<file path="src/aimd_pkg.sv">
// ----------------------------------------------------------------------------
// AIMD rate throttle package
// Types, register indexes, fixed-point constants and sequencer states that
// are shared by the throttle unit and its checker.
// ----------------------------------------------------------------------------
package aimd_pkg;

   localparam logic [16:0] ONE_Q16       = 17'h10000;
   localparam logic [9:0]  DRIFT_Q16     = 10'd655;
   localparam logic [16:0] MAX_INTERVAL  = 17'd16;
   localparam logic [31:0] EVAL_INTERVAL = 32'd1;
   localparam logic [23:0] ROUND_HALF    = 24'd32768;

   localparam int DIV_STEPS  = 17;
   localparam int DIV_CNT_W  = $clog2(DIV_STEPS + 1);
   localparam int CSR_IDX_W  = 3;
   localparam int CSR_DATA_W = 24;
   localparam int SEND_W     = 5;

   localparam logic [CSR_IDX_W-1:0] CSR_ENABLED      = 3'd0;
   localparam logic [CSR_IDX_W-1:0] CSR_DELAY_MARGIN = 3'd1;
   localparam logic [CSR_IDX_W-1:0] CSR_LOSS_THR     = 3'd2;
   localparam logic [CSR_IDX_W-1:0] CSR_BACKLOG_THR  = 3'd3;
   localparam logic [CSR_IDX_W-1:0] CSR_THR_FLOOR    = 3'd4;
   localparam logic [CSR_IDX_W-1:0] CSR_DEC_FACTOR   = 3'd5;
   localparam logic [CSR_IDX_W-1:0] CSR_INC_STEP     = 3'd6;
   localparam logic [CSR_IDX_W-1:0] CSR_BUDGET_FLOOR = 3'd7;

   typedef struct packed {
      logic [31:0] tick_now;
      logic [15:0] rtt_ms;
      logic [16:0] loss_fraction;
      logic [23:0] bytes_in_flight;
      logic [23:0] static_budget;
   } aimd_req_type;

   typedef struct packed {
      logic [SEND_W-1:0] send_interval;
      logic [23:0]       budget_out;
      logic [16:0]       throttle_out;
      logic              was_evaluated;
      logic              was_congested;
   } aimd_rsp_type;

   typedef enum logic [2:0] {
      ST_IDLE,
      ST_BASE,
      ST_DRIFT,
      ST_GATE,
      ST_DEC,
      ST_SCALE,
      ST_DIV,
      ST_DONE
   } aimd_state_type;

endpackage

</file>
<file path="src/aimd_rate_throttle_unit.sv">
// ----------------------------------------------------------------------------
// AIMD rate throttle unit
// Keeps an RTT baseline and a Q1.16 throttle, steps the throttle once per
// evaluation interval, and reports send interval and scaled byte budget.
// ----------------------------------------------------------------------------
// When enabled, a request goes through the baseline, gate and throttle states,
// a scaling state and the 17-step restoring divider for the send interval;
// when disabled it goes straight to the done state. No new request is taken
// until the current response is issued. Reset is synchronous and active high; it restores
// the registers, baseline, gate, throttle and handshake state, not the datapath.
module aimd_rate_throttle_unit (
   input  logic                                 clock,
   input  logic                                 reset,
   input  logic                                 req_valid,
   output logic                                 req_stall,
   input  aimd_pkg::aimd_req_type               req_data,
   output logic                                 rsp_valid,
   input  logic                                 rsp_stall,
   output aimd_pkg::aimd_rsp_type               rsp_data,
   input  logic                                 csr_wr_en,
   input  logic [aimd_pkg::CSR_IDX_W-1:0]       csr_index,
   input  logic [aimd_pkg::CSR_DATA_W-1:0]      csr_wr_data
);
   import aimd_pkg::*;

   aimd_state_type state_ff, state_in;

   logic        enabled_ff;
   logic [15:0] delay_margin_ff;
   logic [16:0] loss_thr_ff;
   logic [23:0] backlog_thr_ff;
   logic [16:0] thr_floor_ff;
   logic [15:0] dec_factor_ff;
   logic [16:0] inc_step_ff;
   logic [23:0] budget_floor_ff;

   logic [31:0] base_ff, base_in;
   logic        base_valid_ff, base_valid_in;
   logic        eval_seen_ff, eval_seen_in;
   logic [31:0] last_tick_ff, last_tick_in;
   logic [16:0] throttle_ff, throttle_in;
   logic        evaluated_ff, evaluated_in;
   logic        congested_ff, congested_in;
   logic        dis_ff, dis_in;
   logic        rsp_valid_ff, rsp_valid_in;
   aimd_rsp_type rsp_data_ff, rsp_data_in;

   aimd_req_type         item_ff, item_in;
   logic [48:0]          prod_ff, prod_in;
   logic [16:0]          div_num_ff, div_num_in;
   logic [16:0]          div_rem_ff, div_rem_in;
   logic [16:0]          div_quo_ff, div_quo_in;
   logic [DIV_CNT_W-1:0] div_cnt_ff, div_cnt_in;

   logic        req_accept;
   logic        out_free;
   logic [31:0] mul_a;
   logic [16:0] mul_b;
   logic [48:0] mul_p;
   logic [31:0] rtt_q;
   logic        base_lower;
   logic        gated;
   logic        rtt_cong;
   logic        cong;
   logic [17:0] inc_sum;
   logic [16:0] thr_inc;
   logic [16:0] eff_floor;
   logic [16:0] thr_dec;
   logic [17:0] rem_shift;
   logic        div_fits;
   logic [17:0] rem_sub;
   logic [17:0] div_seed;
   logic [16:0] quo_clamp;
   logic [41:0] round_sum;
   logic [23:0] scaled;
   logic [23:0] bud_floor;
   logic [23:0] budget;

   assign req_stall  = (state_ff != ST_IDLE);
   assign req_accept = req_valid && !req_stall;
   assign out_free   = !rsp_valid_ff || !rsp_stall;
   assign rsp_valid  = rsp_valid_ff;
   assign rsp_data   = rsp_data_ff;

   assign rtt_q      = {item_ff.rtt_ms, 16'h0000};
   assign base_lower = !base_valid_ff || (rtt_q < base_ff);
   assign gated      = eval_seen_ff && ((item_ff.tick_now - last_tick_ff) < EVAL_INTERVAL);
   assign rtt_cong   = (rtt_q > base_ff) &&
                       ((item_ff.rtt_ms - base_ff[31:16]) > delay_margin_ff);
   assign cong       = (item_ff.loss_fraction > loss_thr_ff) || rtt_cong ||
                       (item_ff.bytes_in_flight > backlog_thr_ff);

   assign inc_sum = {1'b0, throttle_ff} + {1'b0, inc_step_ff};
   assign thr_inc = (inc_sum > {1'b0, ONE_Q16}) ? ONE_Q16 : inc_sum[16:0];

   always_comb begin
      eff_floor = thr_floor_ff;
      if (thr_floor_ff == 17'd0) begin
         eff_floor = 17'd1;
      end else if (thr_floor_ff > ONE_Q16) begin
         eff_floor = ONE_Q16;
      end
   end

   assign thr_dec = (prod_ff[32:16] > eff_floor) ? prod_ff[32:16] : eff_floor;

   always_comb begin
      unique case (state_ff)
         ST_BASE: begin
            mul_a = rtt_q - base_ff;
            mul_b = {7'd0, DRIFT_Q16};
         end
         ST_GATE: begin
            mul_a = {15'd0, throttle_ff};
            mul_b = {1'b0, dec_factor_ff};
         end
         default: begin
            mul_a = {8'd0, item_ff.static_budget};
            mul_b = throttle_ff;
         end
      endcase
   end

   assign mul_p = mul_a * mul_b;

   assign rem_shift = {div_rem_ff, div_num_ff[16]};
   assign div_fits  = rem_shift >= {1'b0, throttle_ff};
   assign rem_sub   = rem_shift - {1'b0, throttle_ff};
   assign div_seed  = {1'b0, ONE_Q16} + {1'b0, throttle_ff} - 18'd1;

   always_comb begin
      quo_clamp = div_quo_ff;
      if (div_quo_ff == 17'd0) begin
         quo_clamp = 17'd1;
      end else if (div_quo_ff > MAX_INTERVAL) begin
         quo_clamp = MAX_INTERVAL;
      end
   end

   assign round_sum = {1'b0, prod_ff[40:0]} + {18'd0, ROUND_HALF};
   assign scaled    = round_sum[39:16];
   assign bud_floor = (budget_floor_ff > item_ff.static_budget) ?
                      item_ff.static_budget : budget_floor_ff;
   assign budget    = (item_ff.static_budget == 24'd0) ? 24'd0 :
                      ((scaled > bud_floor) ? scaled : bud_floor);

   always_comb begin
      state_in = state_ff;
      unique case (state_ff)
         ST_IDLE: begin
            if (req_accept) begin
               state_in = enabled_ff ? ST_BASE : ST_DONE;
            end
         end
         ST_BASE: begin
            state_in = base_lower ? ST_GATE : ST_DRIFT;
         end
         ST_DRIFT: begin
            state_in = ST_GATE;
         end
         ST_GATE: begin
            state_in = (!gated && cong) ? ST_DEC : ST_SCALE;
         end
         ST_DEC: begin
            state_in = ST_SCALE;
         end
         ST_SCALE: begin
            state_in = ST_DIV;
         end
         ST_DIV: begin
            if (div_cnt_ff == DIV_CNT_W'(1)) begin
               state_in = ST_DONE;
            end
         end
         ST_DONE: begin
            if (out_free) begin
               state_in = ST_IDLE;
            end
         end
         default: begin
            state_in = ST_IDLE;
         end
      endcase
   end

   always_comb begin
      item_in       = item_ff;
      prod_in       = prod_ff;
      div_num_in    = div_num_ff;
      div_rem_in    = div_rem_ff;
      div_quo_in    = div_quo_ff;
      div_cnt_in    = div_cnt_ff;
      base_in       = base_ff;
      base_valid_in = base_valid_ff;
      eval_seen_in  = eval_seen_ff;
      last_tick_in  = last_tick_ff;
      throttle_in   = throttle_ff;
      evaluated_in  = evaluated_ff;
      congested_in  = congested_ff;
      dis_in        = dis_ff;
      rsp_valid_in  = rsp_valid_ff && rsp_stall;
      rsp_data_in   = rsp_data_ff;
      unique case (state_ff)
         ST_IDLE: begin
            if (req_accept) begin
               item_in = req_data;
               dis_in  = !enabled_ff;
               if (!enabled_ff) begin
                  throttle_in = ONE_Q16;
               end
            end
         end
         ST_BASE: begin
            if (base_lower) begin
               base_in       = rtt_q;
               base_valid_in = 1'b1;
            end else begin
               prod_in = mul_p;
            end
         end
         ST_DRIFT: begin
            base_in = base_ff + prod_ff[47:16];
         end
         ST_GATE: begin
            evaluated_in = !gated;
            congested_in = !gated && cong;
            if (!gated) begin
               eval_seen_in = 1'b1;
               last_tick_in = item_ff.tick_now;
               if (cong) begin
                  prod_in = mul_p;
               end else begin
                  throttle_in = thr_inc;
               end
            end
         end
         ST_DEC: begin
            throttle_in = thr_dec;
         end
         ST_SCALE: begin
            prod_in    = mul_p;
            div_num_in = div_seed[16:0];
            div_rem_in = 17'd0;
            div_quo_in = 17'd0;
            div_cnt_in = DIV_CNT_W'(DIV_STEPS);
         end
         ST_DIV: begin
            div_num_in = {div_num_ff[15:0], 1'b0};
            div_rem_in = div_fits ? rem_sub[16:0] : rem_shift[16:0];
            div_quo_in = {div_quo_ff[15:0], div_fits};
            div_cnt_in = div_cnt_ff - DIV_CNT_W'(1);
         end
         ST_DONE: begin
            if (out_free) begin
               rsp_valid_in = 1'b1;
               if (dis_ff) begin
                  rsp_data_in.send_interval = SEND_W'(1);
                  rsp_data_in.budget_out    = item_ff.static_budget;
                  rsp_data_in.throttle_out  = ONE_Q16;
                  rsp_data_in.was_evaluated = 1'b0;
                  rsp_data_in.was_congested = 1'b0;
               end else begin
                  rsp_data_in.send_interval = quo_clamp[SEND_W-1:0];
                  rsp_data_in.budget_out    = budget;
                  rsp_data_in.throttle_out  = throttle_ff;
                  rsp_data_in.was_evaluated = evaluated_ff;
                  rsp_data_in.was_congested = congested_ff;
               end
            end
         end
         default: begin
            rsp_valid_in = rsp_valid_ff && rsp_stall;
         end
      endcase
   end

   always_ff @(posedge clock) begin
      if (reset) begin
         state_ff        <= ST_IDLE;
         enabled_ff      <= 1'b0;
         delay_margin_ff <= 16'd50;
         loss_thr_ff     <= 17'd3277;
         backlog_thr_ff  <= 24'd65536;
         thr_floor_ff    <= 17'd16384;
         dec_factor_ff   <= 16'd49152;
         inc_step_ff     <= 17'd3277;
         budget_floor_ff <= 24'd1024;
         base_ff         <= 32'd0;
         base_valid_ff   <= 1'b0;
         eval_seen_ff    <= 1'b0;
         last_tick_ff    <= 32'd0;
         throttle_ff     <= ONE_Q16;
         evaluated_ff    <= 1'b0;
         congested_ff    <= 1'b0;
         dis_ff          <= 1'b0;
         rsp_valid_ff    <= 1'b0;
      end else begin
         state_ff      <= state_in;
         base_ff       <= base_in;
         base_valid_ff <= base_valid_in;
         eval_seen_ff  <= eval_seen_in;
         last_tick_ff  <= last_tick_in;
         throttle_ff   <= throttle_in;
         evaluated_ff  <= evaluated_in;
         congested_ff  <= congested_in;
         dis_ff        <= dis_in;
         rsp_valid_ff  <= rsp_valid_in;
         if (csr_wr_en) begin
            unique case (csr_index)
               CSR_ENABLED:      enabled_ff      <= csr_wr_data[0];
               CSR_DELAY_MARGIN: delay_margin_ff <= csr_wr_data[15:0];
               CSR_LOSS_THR:     loss_thr_ff     <= csr_wr_data[16:0];
               CSR_BACKLOG_THR:  backlog_thr_ff  <= csr_wr_data[23:0];
               CSR_THR_FLOOR:    thr_floor_ff    <= csr_wr_data[16:0];
               CSR_DEC_FACTOR:   dec_factor_ff   <= csr_wr_data[15:0];
               CSR_INC_STEP:     inc_step_ff     <= csr_wr_data[16:0];
               CSR_BUDGET_FLOOR: budget_floor_ff <= csr_wr_data[23:0];
               default:          enabled_ff      <= enabled_ff;
            endcase
         end
      end
   end

   always_ff @(posedge clock) begin
      item_ff     <= item_in;
      prod_ff     <= prod_in;
      div_num_ff  <= div_num_in;
      div_rem_ff  <= div_rem_in;
      div_quo_ff  <= div_quo_in;
      div_cnt_ff  <= div_cnt_in;
      rsp_data_ff <= rsp_data_in;
   end

endmodule

</file>
<file path="config.mk">
export PLATFORM = sky130hd
export DESIGN_NAME = aimd_rate_throttle_unit
export DESIGN_NICKNAME = d
export VERILOG_FILES = /design/src/aimd_pkg.sv /design/src/aimd_rate_throttle_unit.sv
export SDC_FILE = /design/constraint.sdc
export NUM_CORES = 2
export LEC_CHECK = 0
export ABC_AREA = 1
export ABC_CLOCK_PERIOD_IN_PS = 20000
export BUFFER_PORTS_ARGS = -buffer_cell sky130_fd_sc_hd__clkbuf_2
export CELL_PAD_IN_SITES_DETAIL_PLACEMENT = 1
export CELL_PAD_IN_SITES_GLOBAL_PLACEMENT = 2
export CORE_UTILIZATION = 42
export CTS_BUF_LIST = sky130_fd_sc_hd__clkbuf_8
export CTS_CLUSTER_DIAMETER = 40
export DETAILED_ROUTE_END_ITERATION = 7
export PLACE_DENSITY = 0.95
export SETUP_SLACK_MARGIN = 0.2
export SYNTH_ARGS = -nofsm -noshare
export SYNTH_HDL_FRONTEND = slang
export SYNTH_SLANG_ARGS = --single-unit
</file>
<file path="constraint.sdc">
create_clock -name clock -period 20 [get_ports clock]
set_input_delay 0 -clock clock [delete_from_list [all_inputs] [get_ports clock]]
set_output_delay 0 -clock clock [all_outputs]
set_load 0.03 [all_outputs]
</file>
# [After elaboration in Yosys (flattened, before gate mapping)]
# Index checks and enable logic that the tools add are counted.
[classes] n_mux=36 multipliers=1 n_addsub=10 reduce_logical=43 bitwise_logic=1 order_cmp=13 eq_ne=24
[op_table] op="17-bit two-way mux" count=10
[op_table] op="48-bit two-way mux" count=3
[op_table] op="48-bit case mux with 3 select lines" count=1
[op_table] op="17-bit case mux with 2 select lines" count=4
[op_table] op="32-bit case mux with 2 select lines" count=2
[op_table] op="24-bit greater-than comparator" count=3
[op_table] op="24-bit two-way mux" count=3
[op_table] op="32-bit subtractor" count=2
[op_table] op="17-bit case mux with 3 select lines" count=1
[op_table] op="32-bit by 17-bit multiplier with 48-bit output" count=1
[op_table] op="43-bit two-way mux" count=1
[op_table] op="40-bit by 16-bit adder with 40-bit output, second input constant" count=1
[op_table] op="17-bit greater-than comparator" count=2
[op_table] op="17-bit zero test" count=2
[op_table] op="32-bit adder" count=1
[op_table] op="32-bit greater-than comparator" count=1
[op_table] op="32-bit by 1-bit < comparator with 1-bit output, second input constant" count=1
[op_table] op="32-bit < comparator" count=1
[op_table] op="32-bit two-way mux" count=1
[op_table] op="2-bit AND reduction" count=13
[op_table] op="3-bit == test, second input constant" count=8
[op_table] op="24-bit zero test" count=1
[op_table] op="3-bit case mux with 8 select lines" count=1
[op_table] op="17-bit by 17-bit adder with 18-bit output" count=1
[op_table] op="other kinds (29)" count=63
[totals] wordCells=162 inputBits=145 reg_bits=487 output_inout_bits=50

# [Depth between registers and ports, before layout]
[logic_depth] ltp_word=8 depth_mapped=41 mapped_depth_nobuf=41

# [Worst setup path before layout]
# OpenSTA, ideal clock, no wires.
[synth_timing] path_type="register -> register" start="register base_ff[1]" end="register prod_ff[33] (data pin)" setup_time_ns=0.259 n_path_buf=1 arrival_time_ns=6.717 period_less_slack_ns=6.976 stages_incl_launch_ff=35 required_ns=19.741 path_slack_ns=13.024 path_cell_list="dfxtp_1 > inv_1 > ha_1 > inv_1 > nor3_2 > nand2_1 > nor2_4 > nand3_2 > inv_1 > nand2_1 > inv_1 > nand2_1 > o21ai_0 > o211ai_1 > nand2_1 > clkbuf_1 > nand2_1 > fa_1 > inv_1 > fa_1 > fa_1 > fa_1 > fa_1 > inv_1 > fa_1 > inv_1 > ha_1 > nand2_1 > nor2_1 > inv_1 > nor3_1 > a21oi_1 > o21ai_0 > a31oi_1 > xnor2_1"
[synth_between] elab_chain_cells=6 word_cells_on_any_way=7 cone_classes="add/sub (1); mul (1); mux (5)"
[synth_rtl] item="start, declared" line="aimd_rate_throttle_unit.sv:37" source="logic [31:0] base_ff, base_in;"
[synth_rtl] item="start signal, assigned" line="aimd_rate_throttle_unit.sv:299" source="base_ff <= base_in;"
[synth_rtl] item="32-bit subtractor *" line="aimd_rate_throttle_unit.sv:110" source="mul_a = rtt_q - base_ff;"
[synth_rtl] item="32-bit case mux with 2 select lines *" line="aimd_rate_throttle_unit.sv:108" source="unique case (state_ff)"
[synth_rtl] item="32-bit by 17-bit multiplier with 48-bit output *" line="aimd_rate_throttle_unit.sv:124" source="assign mul_p = mul_a * mul_b;"
[synth_rtl] item="net mul_p[33]" line="aimd_rate_throttle_unit.sv:59" source="logic [48:0] mul_p;"
[synth_rtl] item="48-bit two-way mux" line="aimd_rate_throttle_unit.sv:230" source="if (cong) begin"
[synth_rtl] item="48-bit two-way mux" line="aimd_rate_throttle_unit.sv:227" source="if (!gated) begin"
[synth_rtl] item="48-bit case mux with 3 select lines *" line="aimd_rate_throttle_unit.sv:203" source="unique case (state_ff)"
[synth_rtl] item="end signal, assigned" line="aimd_rate_throttle_unit.sv:326" source="prod_ff <= prod_in;"
[synth_rtl] item="end, declared" line="aimd_rate_throttle_unit.sv:49" source="logic [48:0] prod_ff, prod_in;"
# The timed path passes the listed nets; every way through them passes the cells marked *. The select of a mux whose other input is x is not followed.
# A chain may end at the register's enable or synchronous reset.

# [Worst setup path after layout]
[layout_timing] start="register state_ff[0]" end="register prod_ff[40] (data pin)"
[layout_between] elab_chain_cells=6 word_cells_on_any_way=10 cone_classes="mul (1); eq/ne (3); mux (6)"
[layout_rtl] item="start, declared" line="aimd_rate_throttle_unit.sv:26" source="aimd_state_type state_ff, state_in;"
[layout_rtl] item="start signal, assigned" line="aimd_rate_throttle_unit.sv:298" source="state_ff <= state_in;"
[layout_rtl] item="3-bit by 2-bit == test with 1-bit output / 3-bit by 1-bit == test with 1-bit output (equally long branches)" line="aimd_rate_throttle_unit.sv:108"
[layout_rtl] item="32-bit case mux with 2 select lines / 17-bit case mux with 2 select lines (equally long branches)" line="aimd_rate_throttle_unit.sv:108"
[layout_rtl] item="32-bit by 17-bit multiplier with 48-bit output *" line="aimd_rate_throttle_unit.sv:124"
[layout_rtl] item="net mul_p[40]" line="aimd_rate_throttle_unit.sv:59"
[layout_rtl] item="48-bit two-way mux" line="aimd_rate_throttle_unit.sv:230"
[layout_rtl] item="48-bit two-way mux" line="aimd_rate_throttle_unit.sv:227"
[layout_rtl] item="48-bit case mux with 3 select lines *" line="aimd_rate_throttle_unit.sv:203"
# Marks and branches as above.

==> results.json <==
{
  "outcome": "finished clean",
  "h-tree-depth": 3,
  "synth-edff-count": 250,
  "cts.sinks": 472,
  "netlist_instances": 5924,
  "first_pass_iters": 6,
  "grt_pass1_wl_um": 276000,
  "yosysUniqueCellTypes": 62,
  "grt_pass1_vias": 46400,
  "start_util": 0.423,
  "maxCapViolations": 0,
  "ys_seq_area_frac": 0.260,
  "grt_usage": 0.327,
  "cts_tree": "built",
  "ios": 195,
  "hpwl_um": 135000,
  "vias": 43200,
  "cts_setup_buffers": 0,
  "mostFrequentLayoutCell": "inv_1",
  "die_area_um2": 111000,
  "critPathRequiredTime_ns": 20.48,
  "critPathMaxFanout": 25,
  "seq_area_um2": 12000,
  "numCtsBuffers": 103,
  "cp_common_cell": "inv_1",
  "synth-async-reset-ratio": 0,
  "cp.arrival_ns": 9.39,
  "die_w_um": 333,
  "fin_crit_ns": 8.91,
  "multi_input_area_um2": 29300,
  "drc": 0,
  "drt_iter0_markers": 2991,
  "critPathMaxStageDelay_ns": 0.68,
  "fillers": 13500,
  "fin_tns_setup_ns": 0,
  "yosysWarnings": 0,
  "hold_viol": 0,
  "netlist_area_um2": 46000,
  "area_growth_pct": 17.0,
  "tightest_slew_ns": 1.23,
  "fp.dieH_um": 333,
  "stdcell_count": 7978,
  "fin_nets": 7423,
  "dp.cells": 7511,
  "rows": 121,
  "synth.area.top_cells": "fa_1 (20%), edfxtp_1 (16%), ha_1 (9.7%), nand2_1 (9.7%), dfxtp_1 (9.7%)",
  "ys_ff_latch": 472,
  "gr-total-overflow": 0,
  "yosysTopAreaCellShare": 0.196,
  "cts_resized": 0,
  "wl_per_cell_um": 22.9,
  "cp-end-kind": "flip-flop",
  "synth-main-ff-cell": "edfxtp_1",
  "final_antenna_net_count": 0,
  "fmaxAchievable_mhz": 112,
  "skew_ns": 0.0659,
  "final_max_slew_viol_count": 0,
  "crit_slowest_cell": "nand2_1",
  "hp-class": "in2reg",
  "path_clk_slew_ns": 0.06,
  "cts_buffer_depth": 3,
  "slew-limit-headroom": 0.174,
  "gp_congestion": 0.948,
  "grt_antenna_before_repair": 7,
  "period_share": 0.445,
  "io_buffers": 194,
  "drive_gt1_frac": 0.0773,
  "synth_top_area_cell": "fa_1",
  "grt_max_degree": 104,
  "grt_setup_unrepaired": "false",
  "setup_viol": 0,
  "design.core.area_um2": 109000,
  "cts_root_buffer": "clkbuf_8",
  "avgViaCountPerCell": 5.41,
  "clock_latency_ns": 0.77,
  "critPathKind": "reg2reg",
  "cp-start-kind": "flip-flop",
  "final_cell_mix": "inv_1 (1196), nand2_1 (1188), nor2_1 (628)",
  "drt_wl_total_um": 182000,
  "avgSynthCellArea_um2": 7.77
}
metrics by stage:
| step | area, µm² | worst slack, ns | utilization | hold slack, ns |
|---|---|---|---|---|
| 3_3_place_gp | 48800 | 11.34 | 0.449 | 0.176 |
| 3_5_place_dp | 48800 | 11.15 | 0.449 | 0.179 |
| 5_1_grt | 53900 | 10.66 | 0.496 | 0.0274 |
| 2_1_floorplan | 46400 | 13.02 | - | 0.0989 |
| 4_1_cts | 53900 | 11.20 | 0.495 | 0.00112 |
| 6_report | 53900 | 11.09 | 0.496 | 0.0455 |
cell usage after synthesis (13+ instances only):
library cell and number:
nor2_1 633, nand2_1 1188, xor2_1 71, ha_1 357, inv_1 1177, clkbuf_1 111, a21oi_1 413, o22ai_1 24
or2_2 13, o21bai_1 16, nand3b_1 13, buf_2 27, edfxtp_1 250, inv_2 20, nor3_1 42, a31oi_1 31
o21a_1 15, dfxtp_1 222, fa_1 451, xnor2_1 36, nor2_2 13, a21o_1 13, o21ai_0 314, nand4_1 55
o21ai_1 41, nand3_1 183, o211ai_1 63, nor4_1 24
cells by family (layout without fill, tap and decap cells):
group | after synthesis | in the layout | share of synthesized area
and+or+nand+nor | 2201 | 2201 | 0.197
buffers and inverters | 1361 | 1911 | 0.113
AOI/OAI and AO/OA | 973 | 973 | 0.117
adders and majority gates | 808 | 808 | 0.293
DFF | 472 | 472 | 0.260
xor gates and xnor gates | 107 | 107 | 0.0204
other | 2 | 92 | 0.000163
flip-flops by register name, indices dropped and copies added, names as in the netlist, 24 cells and up:
signal	count
base_ff	32
prod_ff	33
item_ff	113
backlog_thr_ff	24
rsp_data	48
last_tick_ff	32
budget_floor_ff	24
final timing paths:
path | startpoint | end | slack [ns] | depth (start not counted)
max | state_ff[0] | prod_ff[40] | 11.09 | 35
min | req_data[30] | item_ff[30] | 0.05 | 2
max reg2reg | state_ff[0] | prod_ff[40] | 11.09 | 35
min reg2reg | last_tick_ff[21] | last_tick_ff[21] | 0.46 | 2
layer usage:
metal / track usage / part of all wire
met2: 0.563 / 0.48
met3: 0.0479 / 0.060
met5: 0 / 0.00020
met4: 0.142 / 0.046
met1: 0.404 / 0.41
critical path, delay by kind of cell (launching register included):
family                   cells  cell delay (ns)
XOR/XNOR                     1             0.16
flip-flops                   1             0.34
AO/OA/AOI/OAI                6             0.94
buffers and inverters        9             1.68
AND/OR/NAND/NOR             12             2.29
adder cells (fa/ha/maj)      7             3.25
final cells by class:
type,count,area share
Inverter,1207,0.0841
Sequential cell,472,0.222
Timing Repair Buffer,510,0.0745
Multi-Input combinational cell,4176,0.543
Clock inverter,71,0.0119
Antenna cell,5,0.000232
Tap cell,1414,0.0328
Clock buffer,123,0.0314
what timing repair did:
| item | CTS | global route |
|---|---|---|
| hold buffers | 268 | 0 |
| hold endpoints to repair | 309 | 0 |
| endpoints found under the setup margin | 0 | 0 |
Power is left out: the tool's default activity adds up to more than one toggle a clock period on the data nets, which glitch-free logic cannot reach.
